`config.mk`:
```
export PLATFORM = sky130hd
export DESIGN_NAME = lpp_lane
export DESIGN_NICKNAME = d
export VERILOG_FILES = /design/src/rtl/lpp_pkg.sv /design/src/rtl/lpp_lane.sv
export SDC_FILE = /design/constraint.sdc
export NUM_CORES = 1
export LEC_CHECK = 0
export ABC_AREA = 1
export BUFFER_PORTS_ARGS = -buffer_cell sky130_fd_sc_hd__buf_4
export CAP_MARGIN = 20
export CORE_ASPECT_RATIO = 1.2
export CORE_MARGIN = 3
export CORE_UTILIZATION = 30
export DETAILED_ROUTE_END_ITERATION = 16
export REMOVE_ABC_BUFFERS = 1
export SLEW_MARGIN = 15
export SYNTH_ARGS = -nofsm -noshare
export SYNTH_HDL_FRONTEND = slang
export SYNTH_SLANG_ARGS = --single-unit
```
`constraint.sdc`:
```
create_clock -name vclk -period 7.8
set_input_delay 0 -clock vclk [all_inputs]
set_output_delay 0 -clock vclk [all_outputs]
set_load 0.05 [all_outputs]
```
`src/rtl/lpp_pkg.sv`:
```
package lpp_pkg;

   localparam int MAX_WIDTH = 1024;
   localparam int COL_W     = $clog2(MAX_WIDTH);
   localparam int WIDTH_W   = 11;
   localparam int HEIGHT_W  = 16;
   localparam int MODE_W    = 4;
   localparam int CMP_W     = ((COL_W > WIDTH_W) ? COL_W : WIDTH_W) + 1;
   localparam int CSR_IDX_W = 2;
   localparam int CSR_DAT_W = 16;
   localparam int PIX_W     = 24;

   localparam logic [CSR_IDX_W-1:0] CSR_MODE   = 2'd0;
   localparam logic [CSR_IDX_W-1:0] CSR_WIDTH  = 2'd1;
   localparam logic [CSR_IDX_W-1:0] CSR_HEIGHT = 2'd2;

   localparam logic [MODE_W-1:0] MODE_MEAN3    = 4'd0;
   localparam logic [MODE_W-1:0] MODE_LEFT     = 4'd1;
   localparam logic [MODE_W-1:0] MODE_ABOVE    = 4'd2;
   localparam logic [MODE_W-1:0] MODE_UPLEFT   = 4'd3;
   localparam logic [MODE_W-1:0] MODE_PLANAR   = 4'd4;
   localparam logic [MODE_W-1:0] MODE_HALF_BC  = 4'd5;
   localparam logic [MODE_W-1:0] MODE_HALF_AC  = 4'd6;
   localparam logic [MODE_W-1:0] MODE_MEAN2    = 4'd7;
   localparam logic [MODE_W-1:0] MODE_MED      = 4'd8;

   localparam logic [19:0] RECIP3    = 20'd683;
   localparam int          RECIP3_SH = 11;

   typedef enum logic [1:0] {
      POS_FIRST,
      POS_FIRST_ROW,
      POS_FIRST_COL,
      POS_INTERIOR
   } pos_type;

   typedef struct packed {
      pos_type             pos;
      logic [MODE_W-1:0]   mode;
   } lane_ctl_type;

   typedef struct packed {
      logic [7:0] luma;
      logic [7:0] blue_diff;
      logic [7:0] red_diff;
      logic       row_end;
      logic       image_end;
   } out_item_type;

endpackage

```
`src/rtl/lpp_lane.sv`:
```
module lpp_lane
   import lpp_pkg::*;
(
   input  logic [7:0]        left,
   input  logic [7:0]        above,
   input  logic [7:0]        upper_left,
   input  logic signed [8:0] residual,
   input  lane_ctl_type      ctl,
   output logic [7:0]        pixel
);

   logic signed [10:0] sa, sb, sc;
   logic [9:0]         sum3;
   logic [8:0]         sum2;
   logic [19:0]        prod3;
   logic signed [10:0] diff_bc, diff_ac, adj_bc, adj_ac, half_bc, half_ac;
   logic [7:0]         lo, hi;
   logic signed [10:0] planar, med, pred_mode, pred, total;

   assign sa = $signed({3'b000, left});
   assign sb = $signed({3'b000, above});
   assign sc = $signed({3'b000, upper_left});

   assign sum3  = 10'(left) + 10'(above) + 10'(upper_left);
   assign sum2  = 9'(left) + 9'(above);
   assign prod3 = 20'(sum3) * RECIP3;

   assign diff_bc = sb - sc;
   assign diff_ac = sa - sc;
   assign adj_bc  = diff_bc + $signed({10'b0, diff_bc[10]});
   assign adj_ac  = diff_ac + $signed({10'b0, diff_ac[10]});
   assign half_bc = adj_bc >>> 1;
   assign half_ac = adj_ac >>> 1;

   assign planar = sa + sb - sc;
   assign lo     = (left < above) ? left : above;
   assign hi     = (left < above) ? above : left;

   always_comb begin
      if (upper_left >= hi) begin
         med = $signed({3'b000, lo});
      end else if (upper_left <= lo) begin
         med = $signed({3'b000, hi});
      end else begin
         med = planar;
      end
   end

   always_comb begin
      case (ctl.mode)
         MODE_MEAN3:   pred_mode = $signed({3'b000, prod3[RECIP3_SH+7:RECIP3_SH]});
         MODE_LEFT:    pred_mode = sa;
         MODE_ABOVE:   pred_mode = sb;
         MODE_UPLEFT:  pred_mode = sc;
         MODE_PLANAR:  pred_mode = planar;
         MODE_HALF_BC: pred_mode = sa + half_bc;
         MODE_HALF_AC: pred_mode = sb + half_ac;
         MODE_MEAN2:   pred_mode = $signed({3'b000, sum2[8:1]});
         MODE_MED:     pred_mode = med;
         default:      pred_mode = '0;
      endcase
   end

   always_comb begin
      unique case (ctl.pos)
         POS_FIRST:     pred = '0;
         POS_FIRST_ROW: pred = sa;
         POS_FIRST_COL: pred = sb;
         POS_INTERIOR:  pred = pred_mode;
      endcase
   end

   assign total = pred + 11'(residual);
   assign pixel = total[7:0];

endmodule

```
==> results by group <==
Outcome
  • Status: finished clean

Min path
  • Worst Hold Class: in2out
  • Hold path start: residual[0]

STA
  • Hold Fails Final Rpt: 0
  • Peak Freq: 136 MHz
  • Part of the cycle the worst path needs: around 94%
  • Worst-margin pin slew: about 0.88 ns
  • Rel. slew slack: between 40% and 50%
  • Final count of pins violating max slew: 0
  • Final setup violation count: 0
  • Post-layout min period: approximately 7.3 ns

Final layout
  • Area grow syn2layout: 15.5%
  • Num sequential: 0
  • CLK BUF: 0
  • Layout Nets: between 1,000 and 1,500
  • Share of cells above drive strength 1: approximately an eighth
  • Post-route insts no fill: around 1,400
  • # fillers: about 2,300
  • Ant. Diodes: 0
  • Register area: 0 sq um

Place
  • Port Buf Inserts: 46
  • Post-DP HPWL: 19,700 um
  • Placer Congestion: approximately 1
  • Placed cells: about 1,400

Setup path
  • Crit Path Max Fanout: 4
  • Crit path launch: upper_left[1]
  • Startpoint types: input pin
  • Crit-path slowest cell: fa_1
  • CP arrival: about 7.3 ns
  • Critical path required time: around 7.8 ns
  • CP max stage delay: 0.61 ns
  • Crit. End Element: output port
  • WS Path Type: in2out
  • Most used cell along the critical path: inv_1

GRT
  • Total global-route track usage: between 10% and 20%
  • Overflow after GRT: 0
  • Global-route wire length before repair: 35,800 um
  • Initial antenna violation count: 0
  • Number of global-route vias before repair: 6,757
  • Largest net degree at the start of global routing: 31

Clock tree
  • CTS Hold Bufs: 0

Drt
  • Via density: a little over 5
  • WL final: around 23,000 um
  • Drt drc: 0
  • DRT iter0 DRCs: between 300 and 400
  • Post-DRT Antenna Nets: 0
  • Wire length per cell: approximately 17 um
  • Via count: ~6,900
  • 1st-pass router iterations: 6

Floorplanning
  • DIE AREA: approximately 0.023 sq mm
  • Core area: roughly 0.021 sq mm
  • Row count: 58
  • Io pins: 47
  • Die height: 167 um
  • Die W: between 100 and 150 um
  • Starting Density: between 30% and 40%

Synthesis
  • Count leader, synth: nand2_1
  • Netlist cell types: 51
  • Top area cells in the synthesized netlist: ha_1, nand2_1, fa_1, inv_1, a21oi_1
  • Syn Inst Count: around 1,000
  • Leading area contributor after synthesis: ha_1
  • Synth Warn #: 0
  • Post-Syn Area: 0.00650 sq mm
  • Commonest cells post-synth: nand2_1, inv_1, ha_1
  • Syn Area/Cell: 6.48 sq um
  • Area share of the largest cell type after synthesis: between 20% and 30%
  • Sequential area share after synthesis: 0%

Job
  • Max cap viols: 0
## layout make-up
type               count  area (sq um)  share of cell area [%]
multi-input cells    787          5720                    76.2
repair buffers        86           649                    8.65
inverters            213           800                    10.6
well taps            270           338                    4.50
## per-stage QoR
stage          cell area [sq um]  worst slack [ns]  hold slack, ns  util, %  setup TNS [ns]
4_1_cts                     7410            0.0259           0.415     35.1               0
6_report                    7510             0.455           0.420     35.6               0
3_5_place_dp                7410           -0.0721           0.409     35.1         -0.0721
5_1_grt                     7510           -0.0274           0.430     35.6         -0.0274
3_3_place_gp                7410             0.113           0.446     35.1               0
2_1_floorplan               6450             0.292           0.378        -               0
## final timing paths
path	slack (ns)	cells past startpoint	endpoint
worst max-delay path	0.46	44	pixel[7]
worst min-delay path	0.42	3	pixel[0]
## repair_timing
item	CTS	global route
resized for setup	1	18
setup buffers	0	3
pin swaps	0	9
setup endpoints to repair	1	3
gates cloned	0	0
## cells in the final DEF (no fill, tap or decap), types with 2 or more instances in the layout
cell and instances:
a2111oi_0 2, a211oi_1 3, a21o_1 5, a21oi_1 67
a21oi_2 6, a31oi_1 3, and2_1 2, buf_4 85
fa_1 39, ha_1 136, ha_4 2, inv_1 209
inv_2 4, nand2_1 226, nand2_2 3, nand2_4 2
nand3_1 61, nand3_2 3, nand3b_1 4, nand4_1 18
nor2_1 55, nor2_2 2, nor3_1 9, o211ai_1 3
o21a_1 5, o21ai_0 31, o21ai_1 11, o21ai_2 5
o21bai_1 2, o221ai_1 5, o22ai_1 11, or2_2 2
xnor2_1 13, xor2_1 31, xor2_2 2
## layer usage
metal	vias to the layer above	part of all wire [%]	track usage (%)
met1	3171	42	24.5
met2	234	49	33.7
li1	3433	-	-
met3	55	5.6	1.49
met4	0	3.4	4.89
met5	-	0	0
## kinds of logic after synthesis
family | Yosys count | synth area share (%)
fa+ha+maj | 179 | 39.1
simple gates | 392 | 25.9
compound gates | 169 | 15.3
xor+xnor | 47 | 6.68
buf+inv | 217 | 13.1
## worst max-delay path, delay by kind of cell
kind            cells  cell delay [ns]
simple gates       10             0.83
compound gates     10             1.49
fa+ha+maj          10             3.80
buf+inv            12             0.78
xor+xnor            2             0.40
Power is not shown: default switching activity piles up to over one toggle a cycle in this logic, so the estimate is an artifact.
