<file path="src/rtl/lpp_pkg.sv">
package lpp_pkg;

   localparam int MAX_WIDTH = 1024;
   localparam int COL_W     = $clog2(MAX_WIDTH);
   localparam int WIDTH_W   = 11;
   localparam int HEIGHT_W  = 16;
   localparam int MODE_W    = 4;
   localparam int CMP_W     = ((COL_W > WIDTH_W) ? COL_W : WIDTH_W) + 1;
   localparam int CSR_IDX_W = 2;
   localparam int CSR_DAT_W = 16;
   localparam int PIX_W     = 24;

   localparam logic [CSR_IDX_W-1:0] CSR_MODE   = 2'd0;
   localparam logic [CSR_IDX_W-1:0] CSR_WIDTH  = 2'd1;
   localparam logic [CSR_IDX_W-1:0] CSR_HEIGHT = 2'd2;

   localparam logic [MODE_W-1:0] MODE_MEAN3    = 4'd0;
   localparam logic [MODE_W-1:0] MODE_LEFT     = 4'd1;
   localparam logic [MODE_W-1:0] MODE_ABOVE    = 4'd2;
   localparam logic [MODE_W-1:0] MODE_UPLEFT   = 4'd3;
   localparam logic [MODE_W-1:0] MODE_PLANAR   = 4'd4;
   localparam logic [MODE_W-1:0] MODE_HALF_BC  = 4'd5;
   localparam logic [MODE_W-1:0] MODE_HALF_AC  = 4'd6;
   localparam logic [MODE_W-1:0] MODE_MEAN2    = 4'd7;
   localparam logic [MODE_W-1:0] MODE_MED      = 4'd8;

   localparam logic [19:0] RECIP3    = 20'd683;
   localparam int          RECIP3_SH = 11;

   typedef enum logic [1:0] {
      POS_FIRST,
      POS_FIRST_ROW,
      POS_FIRST_COL,
      POS_INTERIOR
   } pos_type;

   typedef struct packed {
      pos_type             pos;
      logic [MODE_W-1:0]   mode;
   } lane_ctl_type;

   typedef struct packed {
      logic [7:0] luma;
      logic [7:0] blue_diff;
      logic [7:0] red_diff;
      logic       row_end;
      logic       image_end;
   } out_item_type;

endpackage

</file>
<file path="src/rtl/lpp_out_skid.sv">
module lpp_out_skid
   import lpp_pkg::*;
(
   input  logic         clock,
   input  logic         reset,
   input  logic         in_valid,
   input  out_item_type in_item,
   output logic         in_stall,
   output logic         out_valid,
   output out_item_type out_item,
   input  logic         out_stall
);

   logic         out_valid_ff, skid_valid_ff;
   out_item_type out_item_ff, skid_item_ff;
   logic         acc, take;

   assign in_stall  = skid_valid_ff;
   assign acc       = in_valid && !skid_valid_ff;
   assign take      = out_valid_ff && !out_stall;
   assign out_valid = out_valid_ff;
   assign out_item  = out_item_ff;

   always_ff @(posedge clock) begin
      if (reset) begin
         out_valid_ff  <= 1'b0;
         skid_valid_ff <= 1'b0;
      end else if (take) begin
         if (skid_valid_ff) begin
            out_item_ff   <= skid_item_ff;
            skid_valid_ff <= 1'b0;
         end else begin
            out_valid_ff <= acc;
            if (acc) begin
               out_item_ff <= in_item;
            end
         end
      end else if (acc) begin
         if (!out_valid_ff) begin
            out_item_ff  <= in_item;
            out_valid_ff <= 1'b1;
         end else begin
            skid_item_ff  <= in_item;
            skid_valid_ff <= 1'b1;
         end
      end
   end

   assert property (@(posedge clock) disable iff (reset)
      skid_valid_ff |-> out_valid_ff)
      else $error("skid holds a transaction while output is empty");

   assert property (@(posedge clock) disable iff (reset)
      (skid_valid_ff && out_stall) |=> skid_valid_ff && $stable(skid_item_ff))
      else $error("skid transaction lost under stall");

   assert property (@(posedge clock) disable iff (reset)
      (skid_valid_ff && take) |=> out_item_ff == $past(skid_item_ff))
      else $error("skid transaction not promoted to output");

endmodule

</file>
<file path="config.mk">
export PLATFORM = sky130hd
export DESIGN_NAME = lpp_out_skid
export DESIGN_NICKNAME = d
export VERILOG_FILES = /design/src/rtl/lpp_pkg.sv /design/src/rtl/lpp_out_skid.sv
export SDC_FILE = /design/constraint.sdc
export NUM_CORES = 1
export LEC_CHECK = 0
export BUFFER_PORTS_ARGS = -buffer_cell sky130_fd_sc_hd__buf_2
export CORE_ASPECT_RATIO = 1.4
export CORE_MARGIN = 1
export CORE_UTILIZATION = 46
export DETAILED_ROUTE_END_ITERATION = 6
export GPL_ROUTABILITY_DRIVEN = 0
export GPL_TIMING_DRIVEN = 0
export PLACE_DENSITY = 0.72
export SLEW_MARGIN = 30
export SYNTH_ARGS = -nofsm -noshare
export SYNTH_HDL_FRONTEND = slang
export SYNTH_SLANG_ARGS = --single-unit
</file>
<file path="constraint.sdc">
create_clock -name clock -period 3.1 [get_ports clock]
set_input_delay 0.155 -clock clock [delete_from_list [all_inputs] [get_ports clock]]
set_output_delay 0.155 -clock clock [all_outputs]
set_load 0.05 [all_outputs]
</file>
==> impl_results.md <==
- Inserted Diodes: 0
- Setup violation total in the final timing report: 0
- Number of flip-flops and latches in the synthesized netlist: 54
- Placement Cell Area: 0.00249 mm²
- Average wire per cell in the routed design: 14.0 µm
- Number of warnings issued by yosys: 0
- Detailed-routing wirelength on met1: 1210 µm
- Leakage dissipation: 1.06 nW
- Achievable Freq: 561 MHz
- CTS H-tree lvls: 2
- Number of hold buffers added after CTS: 0
- Overall die area: 0.00477 mm²
- Layout cells sized above 1: 0.602
- Dominant cell by count in the synthesized netlist: sky130_fd_sc_hd__edfxtp_1
- Number of cell rows: 28
- Synth top cells by count: sky130_fd_sc_hd__edfxtp_1, sky130_fd_sc_hd__mux2_4, sky130_fd_sc_hd__mux2_2
- Number of instances resized during post-cts repair: 0
- Post-route clock skew: 0.00564 ns
- Filler Cells Inserted: 353
- Library cells used by synthesis: 13
- Root buffer selected by CTS: sky130_fd_sc_hd__clkbuf_8
- Total length of routed met3 wires: 149 µm
- Setup repair after global routing missed its margin: no
- Count of maximum capacitance violations: 0
- Final-layout worst hold slack: 0.0522 ns
- Cell Chain, Critical Path: nand2b_1 -> nor3_4 -> buf_8
- Fraction of registers with async set/reset: 0
- Crit share post-route: 0.576
- Initial DRC Count: 29
- Worst endpoint data arrival time: 1.78 ns
- Post-route cell area: 0.00257 mm²
- Detail-routed via count per cell: 4.70
- Overall overflow remaining after global route: 0
- # DRC: 0
- Status: finished, final reports clean
- Netlist area before placement: 0.00207 mm²
- Fin nets: 190
- Router iterations before antenna repair: 4
- Mean post-synth cell area: 22.2 µm²
- CTS Buffer Depth: 2
- Y dimension of the die: 81.3 µm
- Post-synthesis net count: 123
- Worst Setup End Kind: flip-flop
- Total power per unit cell area: 523 mW/mm²
- Crit Path Max Fanout: 14
- Clock transition at the registers of the reported paths: 0.09 ns
- Final critical delay including setup and external delays: 1.78 ns
- Buf/Inv on CP: 1
- TritonCTS buffer count: 5
- Half-perimeter wire length of the detailed placement result: 2340 µm
- Leading register cell type out of synthesis: sky130_fd_sc_hd__edfxtp_1
- Data required, critical path: 3.10 ns
- Worst min path class: input port to flip-flop
- Area growth, synth to finish: 24.6%
- CTS Sinks: 54
- Area fraction of the dominant cell type after synthesis: 0.756
- Total setup buffers inserted after CTS: 0
- Sequential-to-total area share from yosys stat: 0.775
- Insertion delay to the later sink of the worst-skew pair: 0.29 ns
- Kind of cell adding the most delay to the critical path: simple AND/OR/NAND/NOR gates
- Total Negative Setup Slacks: 0 ns
- Critical path class: flip-flop to flip-flop
- Number of synthesized flops with an enable pin: 52
- Biggest cell delay along the critical path: 0.61 ns
- CTS tree: built
- Relative slew margins: 0.544
- Wire length of the first global-routing pass: 4620 µm
- Most area-hungry cell type in the Yosys netlist: sky130_fd_sc_hd__edfxtp_1
- Crit path max-delay cell type: sky130_fd_sc_hd__nor3_4
- Antenna Nets Post-Route: 0
- Port Buffer Count: 57
- Slew of the pin with the lowest slew margin: 0.682 ns
- Top layer reached by signal wires: met4
- Largest cells by area after synthesis: sky130_fd_sc_hd__edfxtp_1, sky130_fd_sc_hd__mux2_4, sky130_fd_sc_hd__mux2_2
- Sum of met2 wire segment lengths after detailed routing: 1700 µm
- Initial cell density of the core: 0.483
- Area taken by flip-flops and latches: 0.00160 mm²
- Total routing usage reported by global routing: 0.136
- Number of antenna violations at the first check in global routing: 0
- Final Hold Violating Endpoints: 0
- IO Pins: 58
- Core outline area: 0.00427 mm²
- Total number of vias: 1038
- Total length of routed wires: 3100 µm
- Via count of the first global-routing pass: 1039
- Max rail drop VDD: 0.311 mV
- Final Max Tran Viols: 0
- Worst setup SP type: flip-flop
- Die width: 58.6 µm
- Largest net degree at the start of global routing: 16
- Post-Syn Instances: 93
- Multi-input logic area: 470 µm²
registers in the layout, summed over array words and instances (netlist names):
| register | cells |
|---|---|
| in_stall | 1 |
| skid_item_ff | 26 |
| out_valid | 1 |
| out_item | 26 |
metrics by stage:
| stage | util | cells | total power [mW] | setup WS (ns) |
|---|---|---|---|---|
| after floorplan | - | 93 | 0.960 | 0.575 |
| after global placement | 0.570 | 210 | 1.00 | 0.388 |
| after detailed placement | 0.583 | 213 | 1.01 | 1.28 |
| after CTS | 0.602 | 221 | 1.36 | 1.28 |
| after global routing | 0.602 | 221 | 1.40 | 1.20 |
| final | 0.602 | 221 | 1.35 | 1.32 |
logic make-up (layout without fill, tap and decap cells):
kind of cell,count (synthesis),count (layout),synth area share
flops,54,54,0.775
mux,26,26,0.178
compound gates,4,4,0.0115
buf+inv,2,70,0.0109
simple gates,7,7,0.0242
final timing paths:
kind | endpoint | depth (start not counted) | slack, ns | from
worst max-delay path | skid_item_ff[5] | 3 | 1.32 | in_stall
worst min-delay path | skid_item_ff[4] | 1 | 0.05 | in_item[4]
worst max register to register | skid_item_ff[5] | 3 | 1.32 | in_stall
worst min register to register | out_item[3] | 1 | 0.55 | skid_item_ff[3]
cell usage in the layout, fill, tap and decap left out:
cell and n:
sky130_fd_sc_hd__clkbuf_8 5, sky130_fd_sc_hd__clkbuf_1 1, sky130_fd_sc_hd__nand2_1 2, sky130_fd_sc_hd__mux2_2 6
sky130_fd_sc_hd__buf_8 1, sky130_fd_sc_hd__buf_2 57, sky130_fd_sc_hd__nand3b_4 1, sky130_fd_sc_hd__mux2_4 20
sky130_fd_sc_hd__nor3_1 1, sky130_fd_sc_hd__a221oi_4 1, sky130_fd_sc_hd__nand2b_1 1, sky130_fd_sc_hd__clkinv_2 1
sky130_fd_sc_hd__nor2b_1 1, sky130_fd_sc_hd__buf_6 4, sky130_fd_sc_hd__o21ai_0 1, sky130_fd_sc_hd__dfxtp_1 2
sky130_fd_sc_hd__edfxtp_1 52, sky130_fd_sc_hd__nor3_4 1, sky130_fd_sc_hd__a21oi_1 2, sky130_fd_sc_hd__clkinv_1 1
power breakdown:
group	switching (mW)	total [mW]	internal, mW
clock	0.196	0.351	0.156
sequential	0.00854	0.836	0.827
combinational	0.103	0.160	0.0567
cell type report:
class | instances | share of cell area
Tap cell | 60 | 0.0292
Multi-Input combinational cell | 37 | 0.183
Clock buffer | 6 | 0.0282
Timing Repair Buffer | 60 | 0.125
Clock inverter | 2 | 0.00340
Sequential cell | 54 | 0.622
Buffer | 2 | 0.00875
layer usage:
metal,up-vias,track usage
li1,500,-
met1,500,0.147
met2,34,0.245
met3,4,0.0318
met4,0,0.0667
met5,-,0
(Power assumes the default switching activity.)
